===== src/sv/dcbc_pkg.sv =====
// Shared types, permutation tables, S-boxes and DES helper functions.
// No dependencies; imported by every module of the cascade cipher.
`timescale 1ns / 1ps
`default_nettype none
package dcbc_pkg;

    localparam int NUM_ROUNDS = 16;
    localparam int MAX_PASSES = 7;
    localparam int NUM_KEYS   = 4;
    localparam int NUM_STAGES = NUM_ROUNDS * MAX_PASSES;

    typedef enum logic [2:0] {
        REG_KEY_ONE   = 3'd0,
        REG_KEY_TWO   = 3'd1,
        REG_KEY_THREE = 3'd2,
        REG_KEY_FOUR  = 3'd3,
        REG_DEPTH     = 3'd4,
        REG_DECRYPT   = 3'd5,
        REG_PARITY_EN = 3'd6,
        REG_UNUSED    = 3'd7
    } dcbc_reg_t;

    typedef struct packed {
        logic skip;      // pass beyond the selected depth: carry data unchanged
        logic pass_end;  // last round of a pass: no half swap
    } dcbc_rnd_ctl_t;

    typedef logic [47:0] dcbc_subkey_t;

    localparam logic [5:0] IP_MAP [64] = '{
        6'd6, 6'd14, 6'd22, 6'd30, 6'd38, 6'd46, 6'd54, 6'd62,
        6'd4, 6'd12, 6'd20, 6'd28, 6'd36, 6'd44, 6'd52, 6'd60,
        6'd2, 6'd10, 6'd18, 6'd26, 6'd34, 6'd42, 6'd50, 6'd58,
        6'd0, 6'd8, 6'd16, 6'd24, 6'd32, 6'd40, 6'd48, 6'd56,
        6'd7, 6'd15, 6'd23, 6'd31, 6'd39, 6'd47, 6'd55, 6'd63,
        6'd5, 6'd13, 6'd21, 6'd29, 6'd37, 6'd45, 6'd53, 6'd61,
        6'd3, 6'd11, 6'd19, 6'd27, 6'd35, 6'd43, 6'd51, 6'd59,
        6'd1, 6'd9, 6'd17, 6'd25, 6'd33, 6'd41, 6'd49, 6'd57};

    localparam logic [5:0] FP_MAP [64] = '{
        6'd24, 6'd56, 6'd16, 6'd48, 6'd8, 6'd40, 6'd0, 6'd32,
        6'd25, 6'd57, 6'd17, 6'd49, 6'd9, 6'd41, 6'd1, 6'd33,
        6'd26, 6'd58, 6'd18, 6'd50, 6'd10, 6'd42, 6'd2, 6'd34,
        6'd27, 6'd59, 6'd19, 6'd51, 6'd11, 6'd43, 6'd3, 6'd35,
        6'd28, 6'd60, 6'd20, 6'd52, 6'd12, 6'd44, 6'd4, 6'd36,
        6'd29, 6'd61, 6'd21, 6'd53, 6'd13, 6'd45, 6'd5, 6'd37,
        6'd30, 6'd62, 6'd22, 6'd54, 6'd14, 6'd46, 6'd6, 6'd38,
        6'd31, 6'd63, 6'd23, 6'd55, 6'd15, 6'd47, 6'd7, 6'd39};

    localparam logic [4:0] E_MAP [48] = '{
        5'd0, 5'd31, 5'd30, 5'd29, 5'd28, 5'd27, 5'd28, 5'd27,
        5'd26, 5'd25, 5'd24, 5'd23, 5'd24, 5'd23, 5'd22, 5'd21,
        5'd20, 5'd19, 5'd20, 5'd19, 5'd18, 5'd17, 5'd16, 5'd15,
        5'd16, 5'd15, 5'd14, 5'd13, 5'd12, 5'd11, 5'd12, 5'd11,
        5'd10, 5'd9, 5'd8, 5'd7, 5'd8, 5'd7, 5'd6, 5'd5,
        5'd4, 5'd3, 5'd4, 5'd3, 5'd2, 5'd1, 5'd0, 5'd31};

    localparam logic [4:0] P_MAP [32] = '{
        5'd16, 5'd25, 5'd12, 5'd11, 5'd3, 5'd20, 5'd4, 5'd15,
        5'd31, 5'd17, 5'd9, 5'd6, 5'd27, 5'd14, 5'd1, 5'd22,
        5'd30, 5'd24, 5'd8, 5'd18, 5'd0, 5'd5, 5'd29, 5'd23,
        5'd13, 5'd19, 5'd2, 5'd26, 5'd10, 5'd21, 5'd28, 5'd7};

    localparam logic [5:0] PC1C_MAP [28] = '{
        6'd7, 6'd15, 6'd23, 6'd31, 6'd39, 6'd47, 6'd55, 6'd63,
        6'd6, 6'd14, 6'd22, 6'd30, 6'd38, 6'd46, 6'd54, 6'd62,
        6'd5, 6'd13, 6'd21, 6'd29, 6'd37, 6'd45, 6'd53, 6'd61,
        6'd4, 6'd12, 6'd20, 6'd28};

    localparam logic [5:0] PC1D_MAP [28] = '{
        6'd1, 6'd9, 6'd17, 6'd25, 6'd33, 6'd41, 6'd49, 6'd57,
        6'd2, 6'd10, 6'd18, 6'd26, 6'd34, 6'd42, 6'd50, 6'd58,
        6'd3, 6'd11, 6'd19, 6'd27, 6'd35, 6'd43, 6'd51, 6'd59,
        6'd36, 6'd44, 6'd52, 6'd60};

    localparam logic [5:0] PC2_MAP [48] = '{
        6'd42, 6'd39, 6'd45, 6'd32, 6'd55, 6'd51, 6'd53, 6'd28,
        6'd41, 6'd50, 6'd35, 6'd46, 6'd33, 6'd37, 6'd44, 6'd52,
        6'd30, 6'd48, 6'd40, 6'd49, 6'd29, 6'd36, 6'd43, 6'd54,
        6'd15, 6'd4, 6'd25, 6'd19, 6'd9, 6'd1, 6'd26, 6'd16,
        6'd5, 6'd11, 6'd23, 6'd8, 6'd12, 6'd7, 6'd17, 6'd0,
        6'd22, 6'd3, 6'd10, 6'd14, 6'd6, 6'd20, 6'd27, 6'd24};

    // cumulative left rotation of C and D after each round
    localparam logic [4:0] ROT_SUM [16] = '{
        5'd1, 5'd2, 5'd4, 5'd6, 5'd8, 5'd10, 5'd12, 5'd14,
        5'd15, 5'd17, 5'd19, 5'd21, 5'd23, 5'd25, 5'd27, 5'd28};

    // indexed directly by the 6-bit group
    localparam logic [3:0] SBOX [8][64] = '{
        '{4'd14, 4'd0, 4'd4, 4'd15, 4'd13, 4'd7, 4'd1, 4'd4,
          4'd2, 4'd14, 4'd15, 4'd2, 4'd11, 4'd13, 4'd8, 4'd1,
          4'd3, 4'd10, 4'd10, 4'd6, 4'd6, 4'd12, 4'd12, 4'd11,
          4'd5, 4'd9, 4'd9, 4'd5, 4'd0, 4'd3, 4'd7, 4'd8,
          4'd4, 4'd15, 4'd1, 4'd12, 4'd14, 4'd8, 4'd8, 4'd2,
          4'd13, 4'd4, 4'd6, 4'd9, 4'd2, 4'd1, 4'd11, 4'd7,
          4'd15, 4'd5, 4'd12, 4'd11, 4'd9, 4'd3, 4'd7, 4'd14,
          4'd3, 4'd10, 4'd10, 4'd0, 4'd5, 4'd6, 4'd0, 4'd13},
        '{4'd15, 4'd3, 4'd1, 4'd13, 4'd8, 4'd4, 4'd14, 4'd7,
          4'd6, 4'd15, 4'd11, 4'd2, 4'd3, 4'd8, 4'd4, 4'd14,
          4'd9, 4'd12, 4'd7, 4'd0, 4'd2, 4'd1, 4'd13, 4'd10,
          4'd12, 4'd6, 4'd0, 4'd9, 4'd5, 4'd11, 4'd10, 4'd5,
          4'd0, 4'd13, 4'd14, 4'd8, 4'd7, 4'd10, 4'd11, 4'd1,
          4'd10, 4'd3, 4'd4, 4'd15, 4'd13, 4'd4, 4'd1, 4'd2,
          4'd5, 4'd11, 4'd8, 4'd6, 4'd12, 4'd7, 4'd6, 4'd12,
          4'd9, 4'd0, 4'd3, 4'd5, 4'd2, 4'd14, 4'd15, 4'd9},
        '{4'd10, 4'd13, 4'd0, 4'd7, 4'd9, 4'd0, 4'd14, 4'd9,
          4'd6, 4'd3, 4'd3, 4'd4, 4'd15, 4'd6, 4'd5, 4'd10,
          4'd1, 4'd2, 4'd13, 4'd8, 4'd12, 4'd5, 4'd7, 4'd14,
          4'd11, 4'd12, 4'd4, 4'd11, 4'd2, 4'd15, 4'd8, 4'd1,
          4'd13, 4'd1, 4'd6, 4'd10, 4'd4, 4'd13, 4'd9, 4'd0,
          4'd8, 4'd6, 4'd15, 4'd9, 4'd3, 4'd8, 4'd0, 4'd7,
          4'd11, 4'd4, 4'd1, 4'd15, 4'd2, 4'd14, 4'd12, 4'd3,
          4'd5, 4'd11, 4'd10, 4'd5, 4'd14, 4'd2, 4'd7, 4'd12},
        '{4'd7, 4'd13, 4'd13, 4'd8, 4'd14, 4'd11, 4'd3, 4'd5,
          4'd0, 4'd6, 4'd6, 4'd15, 4'd9, 4'd0, 4'd10, 4'd3,
          4'd1, 4'd4, 4'd2, 4'd7, 4'd8, 4'd2, 4'd5, 4'd12,
          4'd11, 4'd1, 4'd12, 4'd10, 4'd4, 4'd14, 4'd15, 4'd9,
          4'd10, 4'd3, 4'd6, 4'd15, 4'd9, 4'd0, 4'd0, 4'd6,
          4'd12, 4'd10, 4'd11, 4'd1, 4'd7, 4'd13, 4'd13, 4'd8,
          4'd15, 4'd9, 4'd1, 4'd4, 4'd3, 4'd5, 4'd14, 4'd11,
          4'd5, 4'd12, 4'd2, 4'd7, 4'd8, 4'd2, 4'd4, 4'd14},
        '{4'd2, 4'd14, 4'd12, 4'd11, 4'd4, 4'd2, 4'd1, 4'd12,
          4'd7, 4'd4, 4'd10, 4'd7, 4'd11, 4'd13, 4'd6, 4'd1,
          4'd8, 4'd5, 4'd5, 4'd0, 4'd3, 4'd15, 4'd15, 4'd10,
          4'd13, 4'd3, 4'd0, 4'd9, 4'd14, 4'd8, 4'd9, 4'd6,
          4'd4, 4'd11, 4'd2, 4'd8, 4'd1, 4'd12, 4'd11, 4'd7,
          4'd10, 4'd1, 4'd13, 4'd14, 4'd7, 4'd2, 4'd8, 4'd13,
          4'd15, 4'd6, 4'd9, 4'd15, 4'd12, 4'd0, 4'd5, 4'd9,
          4'd6, 4'd10, 4'd3, 4'd4, 4'd0, 4'd5, 4'd14, 4'd3},
        '{4'd12, 4'd10, 4'd1, 4'd15, 4'd10, 4'd4, 4'd15, 4'd2,
          4'd9, 4'd7, 4'd2, 4'd12, 4'd6, 4'd9, 4'd8, 4'd5,
          4'd0, 4'd6, 4'd13, 4'd1, 4'd3, 4'd13, 4'd4, 4'd14,
          4'd14, 4'd0, 4'd7, 4'd11, 4'd5, 4'd3, 4'd11, 4'd8,
          4'd9, 4'd4, 4'd14, 4'd3, 4'd15, 4'd2, 4'd5, 4'd12,
          4'd2, 4'd9, 4'd8, 4'd5, 4'd12, 4'd15, 4'd3, 4'd10,
          4'd7, 4'd11, 4'd0, 4'd14, 4'd4, 4'd1, 4'd10, 4'd7,
          4'd1, 4'd6, 4'd13, 4'd0, 4'd11, 4'd8, 4'd6, 4'd13},
        '{4'd4, 4'd13, 4'd11, 4'd0, 4'd2, 4'd11, 4'd14, 4'd7,
          4'd15, 4'd4, 4'd0, 4'd9, 4'd8, 4'd1, 4'd13, 4'd10,
          4'd3, 4'd14, 4'd12, 4'd3, 4'd9, 4'd5, 4'd7, 4'd12,
          4'd5, 4'd2, 4'd10, 4'd15, 4'd6, 4'd8, 4'd1, 4'd6,
          4'd1, 4'd6, 4'd4, 4'd11, 4'd11, 4'd13, 4'd13, 4'd8,
          4'd12, 4'd1, 4'd3, 4'd4, 4'd7, 4'd10, 4'd14, 4'd7,
          4'd10, 4'd9, 4'd15, 4'd5, 4'd6, 4'd0, 4'd8, 4'd15,
          4'd0, 4'd14, 4'd5, 4'd2, 4'd9, 4'd3, 4'd2, 4'd12},
        '{4'd13, 4'd1, 4'd2, 4'd15, 4'd8, 4'd13, 4'd4, 4'd8,
          4'd6, 4'd10, 4'd15, 4'd3, 4'd11, 4'd7, 4'd1, 4'd4,
          4'd10, 4'd12, 4'd9, 4'd5, 4'd3, 4'd6, 4'd14, 4'd11,
          4'd5, 4'd0, 4'd0, 4'd14, 4'd12, 4'd9, 4'd7, 4'd2,
          4'd7, 4'd2, 4'd11, 4'd1, 4'd4, 4'd14, 4'd1, 4'd7,
          4'd9, 4'd4, 4'd12, 4'd10, 4'd14, 4'd8, 4'd2, 4'd13,
          4'd0, 4'd15, 4'd6, 4'd12, 4'd10, 4'd9, 4'd13, 4'd0,
          4'd15, 4'd3, 4'd3, 4'd5, 4'd5, 4'd6, 4'd8, 4'd11}
    };

    // output bit (n-1-i) takes input bit map[i]
    function automatic logic [63:0] perm_ip(input logic [63:0] v);
        logic [63:0] r;
        for (int i = 0; i < 64; i++) r[63 - i] = v[IP_MAP[i]];
        return r;
    endfunction

    function automatic logic [63:0] perm_fp(input logic [63:0] v);
        logic [63:0] r;
        for (int i = 0; i < 64; i++) r[63 - i] = v[FP_MAP[i]];
        return r;
    endfunction

    function automatic logic [31:0] feistel(input logic [31:0] half, input dcbc_subkey_t sk);
        logic [47:0] x;
        logic [31:0] s;
        logic [31:0] p;
        for (int i = 0; i < 48; i++) x[47 - i] = half[E_MAP[i]];
        x = x ^ sk;
        for (int i = 0; i < 8; i++) s[31 - 4 * i -: 4] = SBOX[i][x[47 - 6 * i -: 6]];
        for (int i = 0; i < 32; i++) p[31 - i] = s[P_MAP[i]];
        return p;
    endfunction

    // subkey of a given round (0..15) in forward order; round is a constant
    function automatic dcbc_subkey_t subkey(input logic [63:0] key, input int round);
        logic [27:0] c;
        logic [27:0] d;
        logic [55:0] cc;
        logic [55:0] dd;
        logic [55:0] cd;
        dcbc_subkey_t r;
        for (int i = 0; i < 28; i++) c[27 - i] = key[PC1C_MAP[i]];
        for (int i = 0; i < 28; i++) d[27 - i] = key[PC1D_MAP[i]];
        cc = {c, c} >> (28 - ROT_SUM[round]);
        dd = {d, d} >> (28 - ROT_SUM[round]);
        cd = {cc[27:0], dd[27:0]};
        for (int i = 0; i < 48; i++) r[47 - i] = cd[PC2_MAP[i]];
        return r;
    endfunction

    // true when some byte has even parity
    function automatic logic parity_bad(input logic [63:0] k);
        logic bad;
        bad = 1'b0;
        for (int i = 0; i < 8; i++) bad = bad | ~(^k[8 * i +: 8]);
        return bad;
    endfunction

endpackage
`default_nettype wire


===== src/sv/dcbc_round.sv =====
// One registered DES round stage of the cascade pipeline.
// Depends on dcbc_pkg.
`timescale 1ns / 1ps
`default_nettype none
module dcbc_round
    import dcbc_pkg::*;
(
    input  wire logic          clk,
    input  wire logic          rst_n,
    input  wire logic          en,
    input  wire logic          valid_in,
    input  wire logic [31:0]   l_in,
    input  wire logic [31:0]   r_in,
    input  wire dcbc_subkey_t  sk,
    input  wire dcbc_rnd_ctl_t ctl,
    output logic               valid_out,
    output logic [31:0]        l_out,
    output logic [31:0]        r_out
);

    logic        valid_reg;
    logic [31:0] l_reg;
    logic [31:0] r_reg;
    logic [31:0] l_next;
    logic [31:0] r_next;
    logic [31:0] mix;

    always_comb
    begin
        mix = l_in ^ feistel(r_in, sk);
        if (ctl.skip)
        begin
            l_next = l_in;
            r_next = r_in;
        end
        else if (ctl.pass_end)
        begin
            // word handed on is {R16, L16}, which is what the next pass's IP sees
            l_next = mix;
            r_next = r_in;
        end
        else
        begin
            l_next = r_in;
            r_next = mix;
        end
    end

    always_ff @(posedge clk or negedge rst_n)
    begin
        if (!rst_n)
        begin
            valid_reg <= 1'b0;
        end
        else if (en)
        begin
            valid_reg <= valid_in;
        end
    end

    always_ff @(posedge clk)
    begin
        if (en)
        begin
            l_reg <= l_next;
            r_reg <= r_next;
        end
    end

    assign valid_out = valid_reg;
    assign l_out     = l_reg;
    assign r_out     = r_reg;

endmodule
`default_nettype wire


===== config.mk =====
export PLATFORM = sky130hd
export DESIGN_NAME = dcbc_round
export DESIGN_NICKNAME = d
export VERILOG_FILES = /design/src/sv/dcbc_pkg.sv /design/src/sv/dcbc_round.sv
export SDC_FILE = /design/constraint.sdc
export NUM_CORES = 1
export LEC_CHECK = 0
export ABC_AREA = 1
export BUFFER_PORTS_ARGS = -buffer_cell sky130_fd_sc_hd__buf_2
export CORE_MARGIN = 2
export CORE_UTILIZATION = 55
export CTS_CLUSTER_DIAMETER = 200
export DETAILED_ROUTE_END_ITERATION = 8
export GPL_TIMING_DRIVEN = 0
export PLACE_DENSITY = 0.89
export RECOVER_POWER = 50
export REMOVE_ABC_BUFFERS = 1
export SETUP_SLACK_MARGIN = 0.4
export SYNTH_ARGS = -nofsm -noshare
export SYNTH_HDL_FRONTEND = slang
export SYNTH_SLANG_ARGS = --single-unit

===== constraint.sdc =====
create_clock -name clk -period 1.2 [get_ports clk]
set_input_delay 0.3 -clock clk [delete_from_list [all_inputs] [get_ports clk]]
set_output_delay 0.3 -clock clk [all_outputs]
set_load 0.05 [all_outputs]

==> metrics.md, run 1 <==
| Metric | Value |
|---|---|
| Clk buf depth | 2 |
| IO buf count | 182 |
| Die Y-Extent | 132 um |
| Root Buffer | clkbuf_16 |
| Status | aborted with a tool error |
| Number of synthesized flops with an enable pin | 64 |
| Cts bufs inserted | 9 |
| Placement row count | 46 |
| Cell accounting for the most synthesized area | nand2_1 |
| RD Place Congestion | 0.973 |
| Stopping stage | global routing (5_1_grt) |
| Initial core utilization | 56.5% |
| Num Clock Sinks | 65 |
| Total track usage | 105% |
| Yosys warning count | 0 |
| Mapped cell area | 9040 sq um |
| Post-Synthesis Cells | 1,567 |
| Largest net degree at the start of global routing | 66 |
| Synth top area cells | nand2_1 (31%), edfxtp_1 (21%), nand3_1 (21%), ha_1 (8.2%), inv_1 (7.6%) |
| Kind of the worst endpoint | register input |
| Top-area cell type share of the netlist area | 30.6% |
| Top FF cell, synth | edfxtp_1 |
| Synth Area per Inst | 5.77 sq um |
| Final HPWL DP | 21.6 mm |
| Place WS | -2.13 ns |
| Overflow after GRT | 1,894 |
| Post-GRT worst EP | r_out[8]$_DFFE_PP_/D |
| Yosys reg bits | 65 |
| Unique masters post-synth | 29 |
| Commonest cells in the netlist | nand2_1 (736), nand3_1 (374), inv_1 (184) |
| Sequential fraction of the synthesis area | 21.5% |
| Htree depth | 3 |
| Top-count cell post-synth | nand2_1 |
| Asr flop ratio synth | 1.54% |
| Error | [ERROR GRT-0232] Routing congestion too high. Check the congestion heatmap in the GUI. |
| Horiz. Die Dim | 132 um |
| # IOs | 183 |
| Placed cells | 1,920 |
## kinds of logic after synthesis
group	Yosys count	synth area share, %
AO/OA/AOI/OAI	49	3.71
XOR/XNOR	24	3.24
adder cells (fa/ha/maj)	59	8.16
buffers and inverters	234	10.4
flip-flops	65	21.5
multiplexers	1	0.125
AND/OR/NAND/NOR	1135	52.8
## layer usage
metal,overflow,track usage (%)
met5,1,37.5
met2,1474,141
met1,12,91.4
met3,6,80.6
met4,401,119
## metrics by stage
stage | utilization, % | hold slack [ns] | setup TNS, ns | instance area (sq um)
detailed placement | 62.8 | 0.0763 | -114.30 | 10000
floorplan | - | 0.00441 | -142.90 | 8800
global placement | 62.4 | 0.0741 | -350.00 | 9980
CTS | 87.7 | 0.183 | -21.11 | 14000
## repair_timing
| action | CTS |
|---|---|
| gates cloned | 3 |
| pin swaps | 233 |
| setup buffers | 87 |
| resized for setup | 770 |
| hold buffers | 1 |
| hold endpoints to repair | 1 |
| setup endpoints to repair | 194 |
==> inputs of run 2 (changes only) <==
--- a/config.mk
+++ b/config.mk
@@ -8,14 +8,12 @@
 export ABC_AREA = 1
 export BUFFER_PORTS_ARGS = -buffer_cell sky130_fd_sc_hd__buf_2
 export CORE_MARGIN = 2
-export CORE_UTILIZATION = 55
-export CTS_CLUSTER_DIAMETER = 200
+export CORE_UTILIZATION = 40
 export DETAILED_ROUTE_END_ITERATION = 8
 export GPL_TIMING_DRIVEN = 0
-export PLACE_DENSITY = 0.89
+export PLACE_DENSITY_LB_ADDON = 0.15
 export RECOVER_POWER = 50
 export REMOVE_ABC_BUFFERS = 1
-export SETUP_SLACK_MARGIN = 0.4
 export SYNTH_ARGS = -nofsm -noshare
 export SYNTH_HDL_FRONTEND = slang
 export SYNTH_SLANG_ARGS = --single-unit
==> run 2 against run 1 <==
  * The flow now finishes, with violations (negative setup slack)
  * Area after synthesis stayed put
  * Synthesized cell count stayed put
==> metrics.md, run 2 <==
| Metric | Value |
|---|---|
| Status | complete, but fails checks (was aborted with a tool error) |
| Violated checks | negative setup slack |
| First-pass iteration count of the detailed router | 5 |
| Setup crit end kind | register |
| Largest fanout on the critical path | 8 |
| WP buf/inv | 3 |
| Sum Neg Setup Slack | -24.44 ns |
| Largest net degree at the start of global routing | 66 |
| Asr flop ratio synth | 1.54% (unchanged) |
| WL/cell | 17.7 um |
| Worst slew pin tran | 0.939 ns |
| Crit path cell chain | buf_12, inv_8, nand2_4, nand2_4, ha_4, inv_2, nand3_4, nor2_1, nor2_1, nand3_1, nand3_2, nand2_2, nand2_2, nand2_1, nand2_1, nand2_1 |
| Initial antenna violation count | 2 |
| Share of layout cells above drive strength 1 | 49.6% |
| PnR worst setup slack | -0.487 ns |
| Fin crit period | 1.69 ns |
| Final HPWL DP | 23.0 mm (was 21.6 mm) |
| M2 GR Usage | 50.7% |
| Die area | 23,800 sq um |
| Leak | 0.00792 uW |
| Vias per inst | 5.60 |
| Worst hold margin | 0.181 ns |
| Final nets | 2,051 |
| Worst slew margin | 37.4% |
| Top Usage Layer GRT | met2 |
| Horiz. Die Dim | 154 um (was 132 um) |
| Fin crit share | 141% |
| IO buf count | 182 (unchanged) |
| Hold WC Path Type | in2reg |
| Pwr Density | 930 nW/um^2 |
| Placed Area | 10,100 sq um (was 10,000 sq um) |
| Synth Area per Inst | 5.77 sq um (unchanged) |
| Clk buf depth | 2 (unchanged) |
| Sequential fraction of the synthesis area | 21.5% (unchanged) |
| P&R area growth vs syn | 74.6% |
| Place WS | -2.38 ns (was -2.13 ns) |
| Root Buffer | clkbuf_16 (unchanged) |
| Yosys warning count | 0 (unchanged) |
| DRC | 0 |
| Synth top area cells | nand2_1 (31%), edfxtp_1 (21%), nand3_1 (21%), ha_1 (8.2%), inv_1 (7.6%) (unchanged) |
| Final Cell Area | 15,800 sq um |
| Final Max Tran Viols | 0 |
| Yosys reg bits | 65 (unchanged) |
| Vias | 12,100 |
| RD Place Congestion | 0.939 (was 0.973) |
| Commonest cells in the netlist | nand2_1 (736), nand3_1 (374), inv_1 (184) (unchanged) |
| Setup violators final | 102 |
| Htree depth | 3 (unchanged) |
| Initial core utilization | 40.3% (was 56.5%) |
| Total track usage | 29.0% |
| CP required | 1.30 ns |
| M1 GR Usage | 36.3% |
| Worst Path Arrival | 1.79 ns |
| Top-area cell type share of the netlist area | 30.6% (unchanged) |
| Setup Crit Path Kind | in2reg |
| Post-Synthesis Cells | 1,567 (unchanged) |
| Leading cell types in the layout, fill and taps excluded | nand2_1 (501), nand3_1 (187), nand3_2 (172) |
| Cts bufs inserted | 9 (unchanged) |
| Die Y-Extent | 154 um (was 132 um) |
| Max-cap violation count | 0 |
| Startpoint type of the worst setup path | input pin |
| Reg clk slew, reported paths | 0.06 ns |
| Number of synthesized flops with an enable pin | 64 (unchanged) |
| Clock latency on the worst-skew pair | 0.35 ns |
| CTS tree | built |
| Slowest CP cell | ha_4 |
| Fin Clk Skew | 0 ns |
| Post-route ant nets | 0 |
| M3 GR Usage | 4.15% |
| Starting DRC count in detailed routing | 883 |
| Crit path max-delay family | simple AND/OR/NAND/NOR gates |
| RSZ-0062 raised after global routing | true |
| Crit path largest cell delay | 0.29 ns |
| Layout Utilization | 70.4% |
| Peak supply drop | 612 uV |
| F_max | 593 MHz |
| First-pass GRT wire length | 55.5 mm |
| Mapped cell area | 9040 sq um (unchanged) |
| Num Clock Sinks | 65 (unchanged) |
| # IOs | 183 (unchanged) |
| Vias in the first global route | 10,900 |
| Cell accounting for the most synthesized area | nand2_1 (unchanged) |
| CP most frequent cell | nand2_1 |
| Overflow after GRT | 0 |
| Placement row count | 55 (was 46) |
| Routed WL | 38.3 mm |
| Unique masters post-synth | 29 (unchanged) |
| Top-count cell post-synth | nand2_1 (unchanged) |
| Core ar. | 22,400 sq um |
| Commonest non-fill, non-tap cell in the layout | nand2_1 |
| Final hold violations | 0 |
| Top FF cell, synth | edfxtp_1 (unchanged) |
run 2: cell counts after synthesis:
No cell type changed its count.
run 2: repair_timing:
item                       4_1_cts  5_1_grt
resized for setup              679      370
setup endpoints to repair      130      126
pin swaps                      162      191
buffers inserted                96       57
hold buffers                     1        0
hold endpoints to repair         1        0
gates cloned                     2        4
run 2: power breakdown:
part           switching, uW  leakage [uW]  internal (uW)
registers                130      0.000637           2810
logic                   5400       0.00714           3380
clock network           1150      0.000145           1800
run 2: routing by layer:
metal | part of all wire (%) | routed length [um]
met4 | 4.3 | 1650
met2 | 49 | 18900
met3 | 7.2 | 2750
met1 | 39 | 15000
met5 | 0 | 0
run 2: cell type report:
class | count | area [sq um]
flip-flops and latches | 65 | 1950
diodes | 2 | 5.00
repair buffers | 337 | 3060
well taps | 285 | 357
inverters | 187 | 913
multi-input cells | 1274 | 9200
clock inverters | 6 | 83.8
clock buffers | 9 | 225
fillers | 1745 | 6650
run 2: through the flow:
| stage | cells | total power, uW |
|---|---|---|
| 4_1_cts | 2102 | 13200 |
| 2_1_floorplan | 1520 | 6820 |
| 3_3_place_gp | 1987 | 8290 |
| 3_5_place_dp | 1989 | 8320 |
| 6_report | 2165 | 14700 |
| 5_1_grt | 2164 | 15400 |
run 2: worst paths after layout:
kind / from / endpoint / slack (ns) / depth (start not counted)
min reg2reg: valid_out / valid_out / 0.54 / 1
min: valid_in / valid_out / 0.18 / 2
max reg2reg: valid_out / valid_out / 0.44 / 1
max: r_in[20] / l_out[26] / -0.49 / 16
min in group asynchronous: rst_n / valid_out / 0.25 / 2
max in group asynchronous: rst_n / valid_out / 0.86 / 2
run 2: logic make-up after synthesis:
logic type | after synthesis | synth area share, %
AOI/OAI and AO/OA | 49 | 3.71
xor gates and xnor gates | 24 | 3.24
adders and majority gates | 59 | 8.16
buffers and inverters | 234 | 10.4
DFF | 65 | 21.5
muxes | 1 | 0.125
and+or+nand+nor | 1135 | 52.8
(Power assumes the default switching activity.)
